## src/rtl/core/tcw_pkg.sv

```systemverilog
// Shared types and constants of the text console character writer.
// No dependencies; imported by every module of the block.
package tcw_pkg;

  localparam int unsigned RowCellsDef    = 80;
  localparam int unsigned ScreenCellsDef = 2000;

  // Fixed widths of the payload fields
  localparam int unsigned CharW  = 8;
  localparam int unsigned AttrW  = 8;
  localparam int unsigned CellOW = 11;
  localparam int unsigned CfgW   = 8;
  localparam int unsigned ColorW = 4;

  localparam logic [CharW-1:0]  CH_BS    = 8'd8;
  localparam logic [CharW-1:0]  CH_LF    = 8'd10;
  localparam logic [CharW-1:0]  CH_CR    = 8'd13;
  localparam logic [CharW-1:0]  CH_SPACE = 8'd32;

  localparam logic [AttrW-1:0]  BLANK_ATTR  = 8'h07;
  localparam logic [AttrW-1:0]  TEXT_COLOR_RST = 8'h07;
  localparam logic [ColorW-1:0] CYCLE_LOW   = 4'h9;
  localparam logic [ColorW-1:0] CYCLE_HIGH  = 4'hF;

  typedef enum logic [0:0] {
    REG_TEXT_COLOR   = 1'b0,
    REG_RADIANT_MODE = 1'b1
  } tcw_reg_e;

  typedef struct packed {
    logic [AttrW-1:0] text_color;
    logic             radiant_mode;
  } tcw_cfg_t;

  typedef struct packed {
    logic              write_enable;
    logic [CellOW-1:0] cell_index;
    logic [CharW-1:0]  glyph;
    logic [AttrW-1:0]  attribute;
    logic [CellOW-1:0] cursor_after;
  } tcw_result_t;

endpackage

```

## src/rtl/core/tcw_if.sv

```systemverilog
// Valid/ready channel interfaces: character input and cell-write result.
// Depends on nothing.
interface tcw_char_if;
  logic       valid;
  logic       ready;
  logic [7:0] char_code;

  modport source (output valid, output char_code, input ready);
  modport sink   (input valid, input char_code, output ready);
endinterface

interface tcw_cell_if;
  logic        valid;
  logic        ready;
  logic        write_enable;
  logic [10:0] cell_index;
  logic [7:0]  glyph;
  logic [7:0]  attribute;
  logic [10:0] cursor_after;

  modport source (output valid, output write_enable, output cell_index, output glyph,
                  output attribute, output cursor_after, input ready);
  modport sink   (input valid, input write_enable, input cell_index, input glyph,
                  input attribute, input cursor_after, output ready);
endinterface

```

## src/rtl/core/tcw_in_reg.sv

```systemverilog
// Input register stage: holds one accepted character until the processing
// stage takes it. Depends on tcw_pkg.
module tcw_in_reg (
  input  logic                      clk_i,
  input  logic                      rst_ni,
  input  logic                      in_valid_i,
  output logic                      in_ready_o,
  input  logic [tcw_pkg::CharW-1:0] in_char_i,
  input  logic                      take_i,
  output logic                      valid_o,
  output logic [tcw_pkg::CharW-1:0] char_o
);
  import tcw_pkg::*;

  logic             valid_q, valid_d;
  logic [CharW-1:0] char_q;
  logic             load;

  assign in_ready_o = !valid_q || take_i;
  assign load       = in_valid_i && in_ready_o;

  always_comb begin
    valid_d = valid_q;
    if (load) begin
      valid_d = 1'b1;
    end else if (take_i) begin
      valid_d = 1'b0;
    end
  end

  always_ff @(posedge clk_i or negedge rst_ni) begin
    if (!rst_ni) begin
      valid_q <= 1'b0;
    end else begin
      valid_q <= valid_d;
    end
  end

  always_ff @(posedge clk_i) begin
    if (load) begin
      char_q <= in_char_i;
    end
  end

  assign valid_o = valid_q;
  assign char_o  = char_q;

  a_take_needs_valid: assert property (@(posedge clk_i) disable iff (!rst_ni)
    take_i |-> valid_q) else $error("take without a held character");

  a_load_sets_valid: assert property (@(posedge clk_i) disable iff (!rst_ni)
    load |=> valid_q) else $error("accepted character not held");

  a_full_no_take_stalls: assert property (@(posedge clk_i) disable iff (!rst_ni)
    (valid_q && !take_i) |-> !in_ready_o) else $error("overwrite of held character");

endmodule

```

## src/rtl/core/tcw_char_unit.sv

```systemverilog
// Cursor state and per-character decode: works out the cell write and the
// new cursor in one pass. Depends on tcw_pkg.
module tcw_char_unit #(
  parameter int unsigned ROW_CELLS    = tcw_pkg::RowCellsDef,
  parameter int unsigned SCREEN_CELLS = tcw_pkg::ScreenCellsDef
) (
  input  logic                      clk_i,
  input  logic                      rst_ni,
  input  logic                      step_i,
  input  logic [tcw_pkg::CharW-1:0] char_i,
  input  tcw_pkg::tcw_cfg_t         cfg_i,
  output tcw_pkg::tcw_result_t      result_o
);
  import tcw_pkg::*;

  localparam int unsigned CellW = $clog2(SCREEN_CELLS);
  localparam int unsigned ColW  = $clog2(ROW_CELLS);
  // cursor may pass the screen end by up to a row before wrapping
  localparam int unsigned SumW  = $clog2(SCREEN_CELLS + ROW_CELLS);
  localparam int unsigned ExtW  = (CellW > CellOW) ? CellW : CellOW;

  logic [CellW-1:0]  cell_q, cell_d;
  logic [ColW-1:0]   col_q, col_d, col_nx;
  logic [ColorW-1:0] cycle_q, cycle_d;

  logic             is_nl, is_bs, is_sp, radiant;
  logic [AttrW-1:0] attr;
  logic [SumW-1:0]  cell_ext, sum;
  logic             we;
  logic [CellW-1:0] wr_cell;
  logic [CharW-1:0] glyph;
  logic [AttrW-1:0] oattr;
  logic [ExtW-1:0]  wr_cell_x, cursor_x;

  always_comb begin
    is_nl   = (char_i == CH_LF) || (char_i == CH_CR);
    is_bs   = (char_i == CH_BS);
    is_sp   = (char_i == CH_SPACE);
    radiant = cfg_i.radiant_mode && !is_sp && !is_nl && !is_bs;

    attr    = cfg_i.text_color;
    cycle_d = cycle_q;
    if (radiant) begin
      attr = AttrW'(cycle_q);
      if (cycle_q >= CYCLE_HIGH || cycle_q < CYCLE_LOW) begin
        cycle_d = CYCLE_LOW;
      end else begin
        cycle_d = cycle_q + ColorW'(1);
      end
    end

    cell_ext = SumW'(cell_q);
    sum      = cell_ext;
    col_nx   = col_q;
    we       = 1'b0;
    wr_cell  = '0;
    glyph    = '0;
    oattr    = '0;

    if (is_nl) begin
      sum    = cell_ext + SumW'(ROW_CELLS) - SumW'(col_q);
      col_nx = '0;
    end else if (is_bs) begin
      if (cell_q != '0) begin
        sum = cell_ext - SumW'(1);
        if (col_q == '0) begin
          col_nx = ColW'(ROW_CELLS - 1);
        end else begin
          col_nx = col_q - ColW'(1);
        end
        we      = 1'b1;
        wr_cell = CellW'(sum);
        glyph   = CH_SPACE;
        oattr   = BLANK_ATTR;
      end
    end else begin
      we      = 1'b1;
      wr_cell = cell_q;
      glyph   = char_i;
      oattr   = attr;
      sum     = cell_ext + SumW'(1);
      if (col_q == ColW'(ROW_CELLS - 1)) begin
        col_nx = '0;
      end else begin
        col_nx = col_q + ColW'(1);
      end
    end

    // screen end: back to the top-left cell
    if (sum >= SumW'(SCREEN_CELLS)) begin
      cell_d = '0;
      col_d  = '0;
    end else begin
      cell_d = CellW'(sum);
      col_d  = col_nx;
    end

    wr_cell_x = ExtW'(wr_cell);
    cursor_x  = ExtW'(cell_d);

    result_o.write_enable = we;
    result_o.cell_index   = wr_cell_x[CellOW-1:0];
    result_o.glyph        = glyph;
    result_o.attribute    = oattr;
    result_o.cursor_after = cursor_x[CellOW-1:0];
  end

  always_ff @(posedge clk_i or negedge rst_ni) begin
    if (!rst_ni) begin
      cell_q  <= '0;
      col_q   <= '0;
      cycle_q <= CYCLE_LOW;
    end else if (step_i) begin
      cell_q  <= cell_d;
      col_q   <= col_d;
      cycle_q <= cycle_d;
    end
  end

  a_cycle_range: assert property (@(posedge clk_i) disable iff (!rst_ni)
    (cycle_q >= CYCLE_LOW) && (cycle_q <= CYCLE_HIGH)) else $error("colour out of range");

  a_col_range: assert property (@(posedge clk_i) disable iff (!rst_ni)
    32'(col_q) < ROW_CELLS) else $error("column past row end");

  a_cell_range: assert property (@(posedge clk_i) disable iff (!rst_ni)
    32'(cell_q) < SCREEN_CELLS) else $error("cursor past screen end");

  a_idle_holds: assert property (@(posedge clk_i) disable iff (!rst_ni)
    !step_i |=> $stable(cell_q) && $stable(col_q) && $stable(cycle_q))
    else $error("cursor moved without a character");

endmodule

```

## src/rtl/core/text_console_char_writer.sv

```systemverilog
// Top level of the text console character writer: configuration registers,
// input stage, character unit and result register. Depends on tcw_pkg, tcw_if.
//
// Usage: characters arrive on char_i (valid/ready), one byte per transfer.
// Every accepted character gives exactly one result on cell_o: a cell write
// (write_enable, cell_index, glyph, attribute) and the cursor afterwards.
// CR/LF give write_enable 0 with zero write fields; so does backspace at cell 0.
// A taken character passes the input register, then the result register, to
// cell_o. Throughput is one character per cycle while cell_o is ready, set by
// the combinational cursor add, compare and wrap.
// Configuration (text_color index 0, radiant_mode index 1) is written with
// cfg_we_i; the user must write only while nothing is in flight (unchecked).
// Reset: cursor at cell 0, column 0, cycling colour 9, text_color 7,
// radiant_mode 0, both stages empty.
// When cell_o is stalled, the held result stays; the input register still
// takes one further character, after which char_i.ready drops.
module text_console_char_writer #(
  parameter int unsigned ROW_CELLS    = tcw_pkg::RowCellsDef,
  parameter int unsigned SCREEN_CELLS = tcw_pkg::ScreenCellsDef
) (
  input  logic                     clk_i,
  input  logic                     rst_ni,
  input  logic                     cfg_we_i,
  input  logic [0:0]               cfg_index_i,
  input  logic [tcw_pkg::CfgW-1:0] cfg_wdata_i,
  tcw_char_if.sink                 char_i,
  tcw_cell_if.source               cell_o
);
  import tcw_pkg::*;

  tcw_cfg_t    cfg_q;
  logic        held_valid, take;
  logic [CharW-1:0] held_char;
  tcw_result_t result, result_q;
  logic        out_valid_q, out_valid_d;

  always_ff @(posedge clk_i or negedge rst_ni) begin
    if (!rst_ni) begin
      cfg_q.text_color   <= TEXT_COLOR_RST;
      cfg_q.radiant_mode <= 1'b0;
    end else if (cfg_we_i) begin
      unique case (tcw_reg_e'(cfg_index_i))
        REG_TEXT_COLOR:   cfg_q.text_color   <= cfg_wdata_i;
        REG_RADIANT_MODE: cfg_q.radiant_mode <= cfg_wdata_i[0];
      endcase
    end
  end

  assign take = held_valid && (!out_valid_q || cell_o.ready);

  tcw_in_reg u_in_reg (
    .clk_i      (clk_i),
    .rst_ni     (rst_ni),
    .in_valid_i (char_i.valid),
    .in_ready_o (char_i.ready),
    .in_char_i  (char_i.char_code),
    .take_i     (take),
    .valid_o    (held_valid),
    .char_o     (held_char)
  );

  tcw_char_unit #(
    .ROW_CELLS    (ROW_CELLS),
    .SCREEN_CELLS (SCREEN_CELLS)
  ) u_char_unit (
    .clk_i    (clk_i),
    .rst_ni   (rst_ni),
    .step_i   (take),
    .char_i   (held_char),
    .cfg_i    (cfg_q),
    .result_o (result)
  );

  always_comb begin
    out_valid_d = out_valid_q;
    if (take) begin
      out_valid_d = 1'b1;
    end else if (cell_o.ready) begin
      out_valid_d = 1'b0;
    end
  end

  always_ff @(posedge clk_i or negedge rst_ni) begin
    if (!rst_ni) begin
      out_valid_q <= 1'b0;
    end else begin
      out_valid_q <= out_valid_d;
    end
  end

  always_ff @(posedge clk_i) begin
    if (take) begin
      result_q <= result;
    end
  end

  assign cell_o.valid        = out_valid_q;
  assign cell_o.write_enable = result_q.write_enable;
  assign cell_o.cell_index   = result_q.cell_index;
  assign cell_o.glyph        = result_q.glyph;
  assign cell_o.attribute    = result_q.attribute;
  assign cell_o.cursor_after = result_q.cursor_after;

  a_take_fills_out: assert property (@(posedge clk_i) disable iff (!rst_ni)
    take |=> out_valid_q) else $error("processed character lost");

  a_stall_blocks_take: assert property (@(posedge clk_i) disable iff (!rst_ni)
    (out_valid_q && !cell_o.ready) |-> !take) else $error("result overwritten");

  a_no_write_fields_zero: assert property (@(posedge clk_i) disable iff (!rst_ni)
    (out_valid_q && !result_q.write_enable) |->
      (result_q.cell_index == '0) && (result_q.glyph == '0) && (result_q.attribute == '0))
    else $error("fields set without a cell write");

endmodule

```

## src/flat_wrapper.sv

```systemverilog
// flat-port wrapper written by rule: the top's interface ports become plain ports
module text_console_char_writer_flat import tcw_pkg::*;
#(
  parameter int unsigned ROW_CELLS    = tcw_pkg::RowCellsDef,
  parameter int unsigned SCREEN_CELLS = tcw_pkg::ScreenCellsDef
)
  (clk_i, rst_ni, cfg_we_i, cfg_index_i, cfg_wdata_i, char_i_valid, char_i_char_code, char_i_ready, cell_o_valid, cell_o_write_enable, cell_o_cell_index, cell_o_glyph, cell_o_attribute, cell_o_cursor_after, cell_o_ready);
  tcw_char_if char_i_i ();
  tcw_cell_if cell_o_i ();
  input  logic clk_i;
  input  logic rst_ni;
  input  logic cfg_we_i;
  input  logic [0:0] cfg_index_i;
  input  logic [tcw_pkg::CfgW-1:0] cfg_wdata_i;
  input wire logic [$bits(char_i_i.valid)-1:0] char_i_valid;
  input wire logic [$bits(char_i_i.char_code)-1:0] char_i_char_code;
  output wire logic [$bits(char_i_i.ready)-1:0] char_i_ready;
  output wire logic [$bits(cell_o_i.valid)-1:0] cell_o_valid;
  output wire logic [$bits(cell_o_i.write_enable)-1:0] cell_o_write_enable;
  output wire logic [$bits(cell_o_i.cell_index)-1:0] cell_o_cell_index;
  output wire logic [$bits(cell_o_i.glyph)-1:0] cell_o_glyph;
  output wire logic [$bits(cell_o_i.attribute)-1:0] cell_o_attribute;
  output wire logic [$bits(cell_o_i.cursor_after)-1:0] cell_o_cursor_after;
  input wire logic [$bits(cell_o_i.ready)-1:0] cell_o_ready;
  assign char_i_i.valid = char_i_valid;
  assign char_i_i.char_code = char_i_char_code;
  assign char_i_ready = char_i_i.ready;
  assign cell_o_valid = cell_o_i.valid;
  assign cell_o_write_enable = cell_o_i.write_enable;
  assign cell_o_cell_index = cell_o_i.cell_index;
  assign cell_o_glyph = cell_o_i.glyph;
  assign cell_o_attribute = cell_o_i.attribute;
  assign cell_o_cursor_after = cell_o_i.cursor_after;
  assign cell_o_i.ready = cell_o_ready;
  text_console_char_writer #(.ROW_CELLS(ROW_CELLS), .SCREEN_CELLS(SCREEN_CELLS)) u_core (.clk_i(clk_i), .rst_ni(rst_ni), .cfg_we_i(cfg_we_i), .cfg_index_i(cfg_index_i), .cfg_wdata_i(cfg_wdata_i), .char_i(char_i_i), .cell_o(cell_o_i));
endmodule
```

## config.mk

```make
export PLATFORM = sky130hd
export DESIGN_NAME = text_console_char_writer_flat
export DESIGN_NICKNAME = d
export VERILOG_FILES = /design/src/rtl/core/tcw_pkg.sv /design/src/rtl/core/tcw_if.sv /design/src/rtl/core/tcw_in_reg.sv /design/src/rtl/core/tcw_char_unit.sv /design/src/rtl/core/text_console_char_writer.sv /design/src/flat_wrapper.sv
export SDC_FILE = /design/constraint.sdc
export NUM_CORES = 1
export LEC_CHECK = 0
export BUFFER_PORTS_ARGS = -buffer_cell sky130_fd_sc_hd__buf_2
export CAP_MARGIN = 20
export CORE_ASPECT_RATIO = 1.25
export CORE_MARGIN = 5
export CORE_UTILIZATION = 59
export DETAILED_ROUTE_END_ITERATION = 10
export GPL_TIMING_DRIVEN = 0
export HOLD_SLACK_MARGIN = 0.03
export PLACE_DENSITY = 0.85
export SLEW_MARGIN = 5
export SYNTH_ARGS = -nofsm -noshare
export SYNTH_HDL_FRONTEND = slang
export SYNTH_SLANG_ARGS = --single-unit
```

## constraint.sdc

```tcl
create_clock -name clk_i -period 4.1 [get_ports clk_i]
set_clock_uncertainty 0.05 [all_clocks]
set_input_delay 0.615 -clock clk_i [delete_from_list [all_inputs] [get_ports clk_i]]
set_output_delay 0.615 -clock clk_i [all_outputs]
set_load 0.01 [all_outputs]
```

==> results.json <==
{
  "core_area_sq_um": 8290,
  "cap_violations": 0,
  "dp_hpwl_um": 9490,
  "cts_max_level": 3,
  "drt-wirelength-per-cell_um": 19.3,
  "grt_antenna_before_repair": 0,
  "cts_tree": "done",
  "synth-edff-count": 47,
  "nFillCells": 607,
  "drc": 0,
  "path_class": "register to register",
  "hold_ws_ns": 0.286,
  "syn_inst": 498,
  "tightest_slew_ns": 0.997,
  "wl_um": 13000,
  "clockBufferDepth": 2,
  "cts_resized": 0,
  "hold_viol_final": 0,
  "rsz0062_at_grt": "no",
  "multi_input_area_sq_um": 2570,
  "final_common_cell": "buf_2",
  "startpoint_type": "register",
  "utilization_pct": 68.3,
  "ys.flop_type": "edfxtp_1",
  "die_area_sq_um": 10500,
  "ant_nets": 0,
  "grt.overflow.total": 0,
  "portBuffers": 62,
  "gp_congestion": 0.913,
  "peakVddDrop_mv": 0.370,
  "cp_cell_sequence": "inv_1 -> ha_1 -> ha_1 -> fa_1 -> a21oi_1 -> o211ai_1 -> o41ai_2 -> xor2_1 -> mux2i_4 -> nand4bb_4 -> nand2_4 -> buf_2 -> nor2_1",
  "hold_class": "input port to asynchronous set/reset pin",
  "drtPass1Iterations": 7,
  "status": "completed",
  "vias": 4256,
  "die_y_um": 113,
  "clock_latency_ns": 0.36,
  "routed_via_density": 6.32,
  "finalSetupViolCount": 0,
  "ys_warn_count": 0,
  "finalSetupTns_ns": 0,
  "row_count": 37,
  "grt_pass1_wl_um": 20900,
  "synth.distinct_cells": 74,
  "fin_crit_ns": 3.87,
  "mappedNetlistNets": 551,
  "slowest_delay_ns": 0.49,
  "synth_area_sq_um": 5040,
  "slew_headroom_pct": 33.2,
  "die_w_um": 92.7,
  "crit_path_end_kind": "register",
  "power.leakage_nw": 2.35,
  "critPathMaxFanout": 10,
  "seq_area_sq_um": 2240,
  "slew_viol_final": 0,
  "post-cts-setup-buffers": 0,
  "io_pins": 63,
  "finalPower_mw": 3.65,
  "async_reset_ff_share_pct": 41.3,
  "max_freq_mhz": 258,
  "powerDensity_nw_per_um2": 644,
  "initial_core_util_pct": 60.8,
  "critPathRequiredTime_ns": 4.15,
  "cpMaxStageDelayCell": "dfrtp_1",
  "critical_path_arrival_ns": 3.92,
  "first_iter_violations": 386,
  "synthToLayoutAreaGrowth_pct": 12.3,
  "path_clk_slew_ns": 0.09,
  "grtUsageTotal_pct": 25.6,
  "min_period_over_period_pct": 94.4,
  "grt_max_degree": 45,
  "diodes": 0,
  "clock_sinks": 80,
  "cts_buffers": 9,
  "ys_ff_latch": 80,
  "ctsHoldBuffers": 0,
  "seq_area_frac_synth_pct": 44.5,
  "cts-root-buf": "clkbuf_8",
  "drive_gt1_share_pct": 23.3,
  "startpoint": "u_core.u_char_unit.col_q[1]$_DFFE_PN0P_",
  "nNetsFinal": 624,
  "cp_common_cell": "ha_1",
  "grt_pass1_vias": 4175,
  "rr_startpoint": "u_core.u_char_unit.col_q[1]$_DFFE_PN0P_",
  "mostFrequentLayoutCells": "buf_2 (66), nand2_1 (49), edfxtp_1 (47), nor2_1 (45), inv_1 (31)",
  "syn_avg_cell_area_sq_um": 10.1
}
-- critical path: cells and delay by family, from the launching register on --
| family | cells | cell delay [ns] |
|---|---|---|
| AO/OA/AOI/OAI | 3 | 0.79 |
| XOR/XNOR | 1 | 0.27 |
| adder cells (fa/ha/maj) | 3 | 0.96 |
| buffers and inverters | 2 | 0.37 |
| flip-flops | 1 | 0.49 |
| multiplexers | 1 | 0.12 |
| AND/OR/NAND/NOR | 3 | 0.57 |
-- path summary, 6_finish.rpt --
check / to / slack (ns) / depth (start not counted)
worst max-delay path: u_core.cell_o.cursor_after[3]$_DFFE_PP_ / 0.23 / 13
worst min-delay path: u_core.cfg_q[6]$_DFFE_PN0P_ / 0.29 / 1
worst max register to register: u_core.cell_o.cursor_after[3]$_DFFE_PP_ / 0.23 / 13
worst min register to register: u_core.cell_o.valid$_DFFE_PN0P_ / 0.46 / 1
max in group asynchronous: u_core.u_char_unit.cell_q[10]$_DFFE_PN0P_ / 3.19 / 1
min in group clk_i: u_core.u_in_reg.char_o[6]$_DFFE_PP_ / 0.37 / 1
-- per-stage QoR --
stage	area, sq um	setup slack [ns]	std cells
final	5660	0.231	673
after global routing	5660	0.0179	673
after CTS	5650	0.105	673
after detailed placement	5470	0.148	657
after global placement	5470	0.216	657
after floorplan	5040	0.739	498
-- kinds of logic after synthesis --
group | Yosys count | share of synthesized area, %
AND/OR/NAND/NOR | 187 | 19.7
AO/OA/AOI/OAI | 112 | 17.1
flip-flops | 80 | 44.5
buffers and inverters | 58 | 4.72
adder cells (fa/ha/maj) | 31 | 7.84
multiplexers | 17 | 3.95
XOR/XNOR | 13 | 2.26
-- cell usage after synthesis (all sizes together), types with 10 or more instances --
cell	instances	share of area, %
edfxtp	47	28
inv	32	2.4
dfrtp	28	14
mux2	10	2.3
o31ai	13	2.7
a21oi	30	3.0
o21ai	18	1.8
ha	30	7.4
nor2	45	3.4
nand3	16	1.7
clkbuf	17	1.3
xnor2	10	1.7
nand2	50	3.9
and3	11	1.5
nor3	10	1.1
-- metal layers --
metal	part of all wire (%)	vias up	routed length (um)	global-route usage (%)
met5	0	-	0	0
met4	3.7	0	484	12.5
met3	7.6	46	982	5.12
met2	49	215	6320	42.3
met1	40	2015	5220	32.0
li1	-	1980	-	-
-- layout make-up --
class                           instances  area share (%)
Inverter                               32            2.12
Clock buffer                           11            2.50
Sequential cell                        80            39.6
Multi-Input combinational cell        360            45.3
Timing Repair Buffer                   62            5.48
Clock inverter                          5           0.707
Buffer                                 26            2.08
Tap cell                               97            2.14
-- flip-flops by register name, summed over array words and instances (netlist names) --
signal	flops
u_core.cell_o.glyph	8
u_core.u_char_unit.cycle_q	4
u_core.cell_o.cursor_after	11
u_core.u_char_unit.col_q	7
u_core.cell_o.cell_index	11
u_core.u_char_unit.cell_q	11
u_core.u_in_reg.valid_o	1
u_core.u_in_reg.char_o	8
u_core.cfg_q	9
u_core.cell_o.valid	1
u_core.cell_o.attribute	8
u_core.cell_o.write_enable	1
-- power by group --
part           switching, mW  leakage (nW)  internal (mW)  total [mW]
combinational           1.08          1.41          0.774        1.86
sequential             0.170         0.845           1.07        1.24
clock                  0.303        0.0943          0.242       0.545
(Power assumes the default switching activity.)
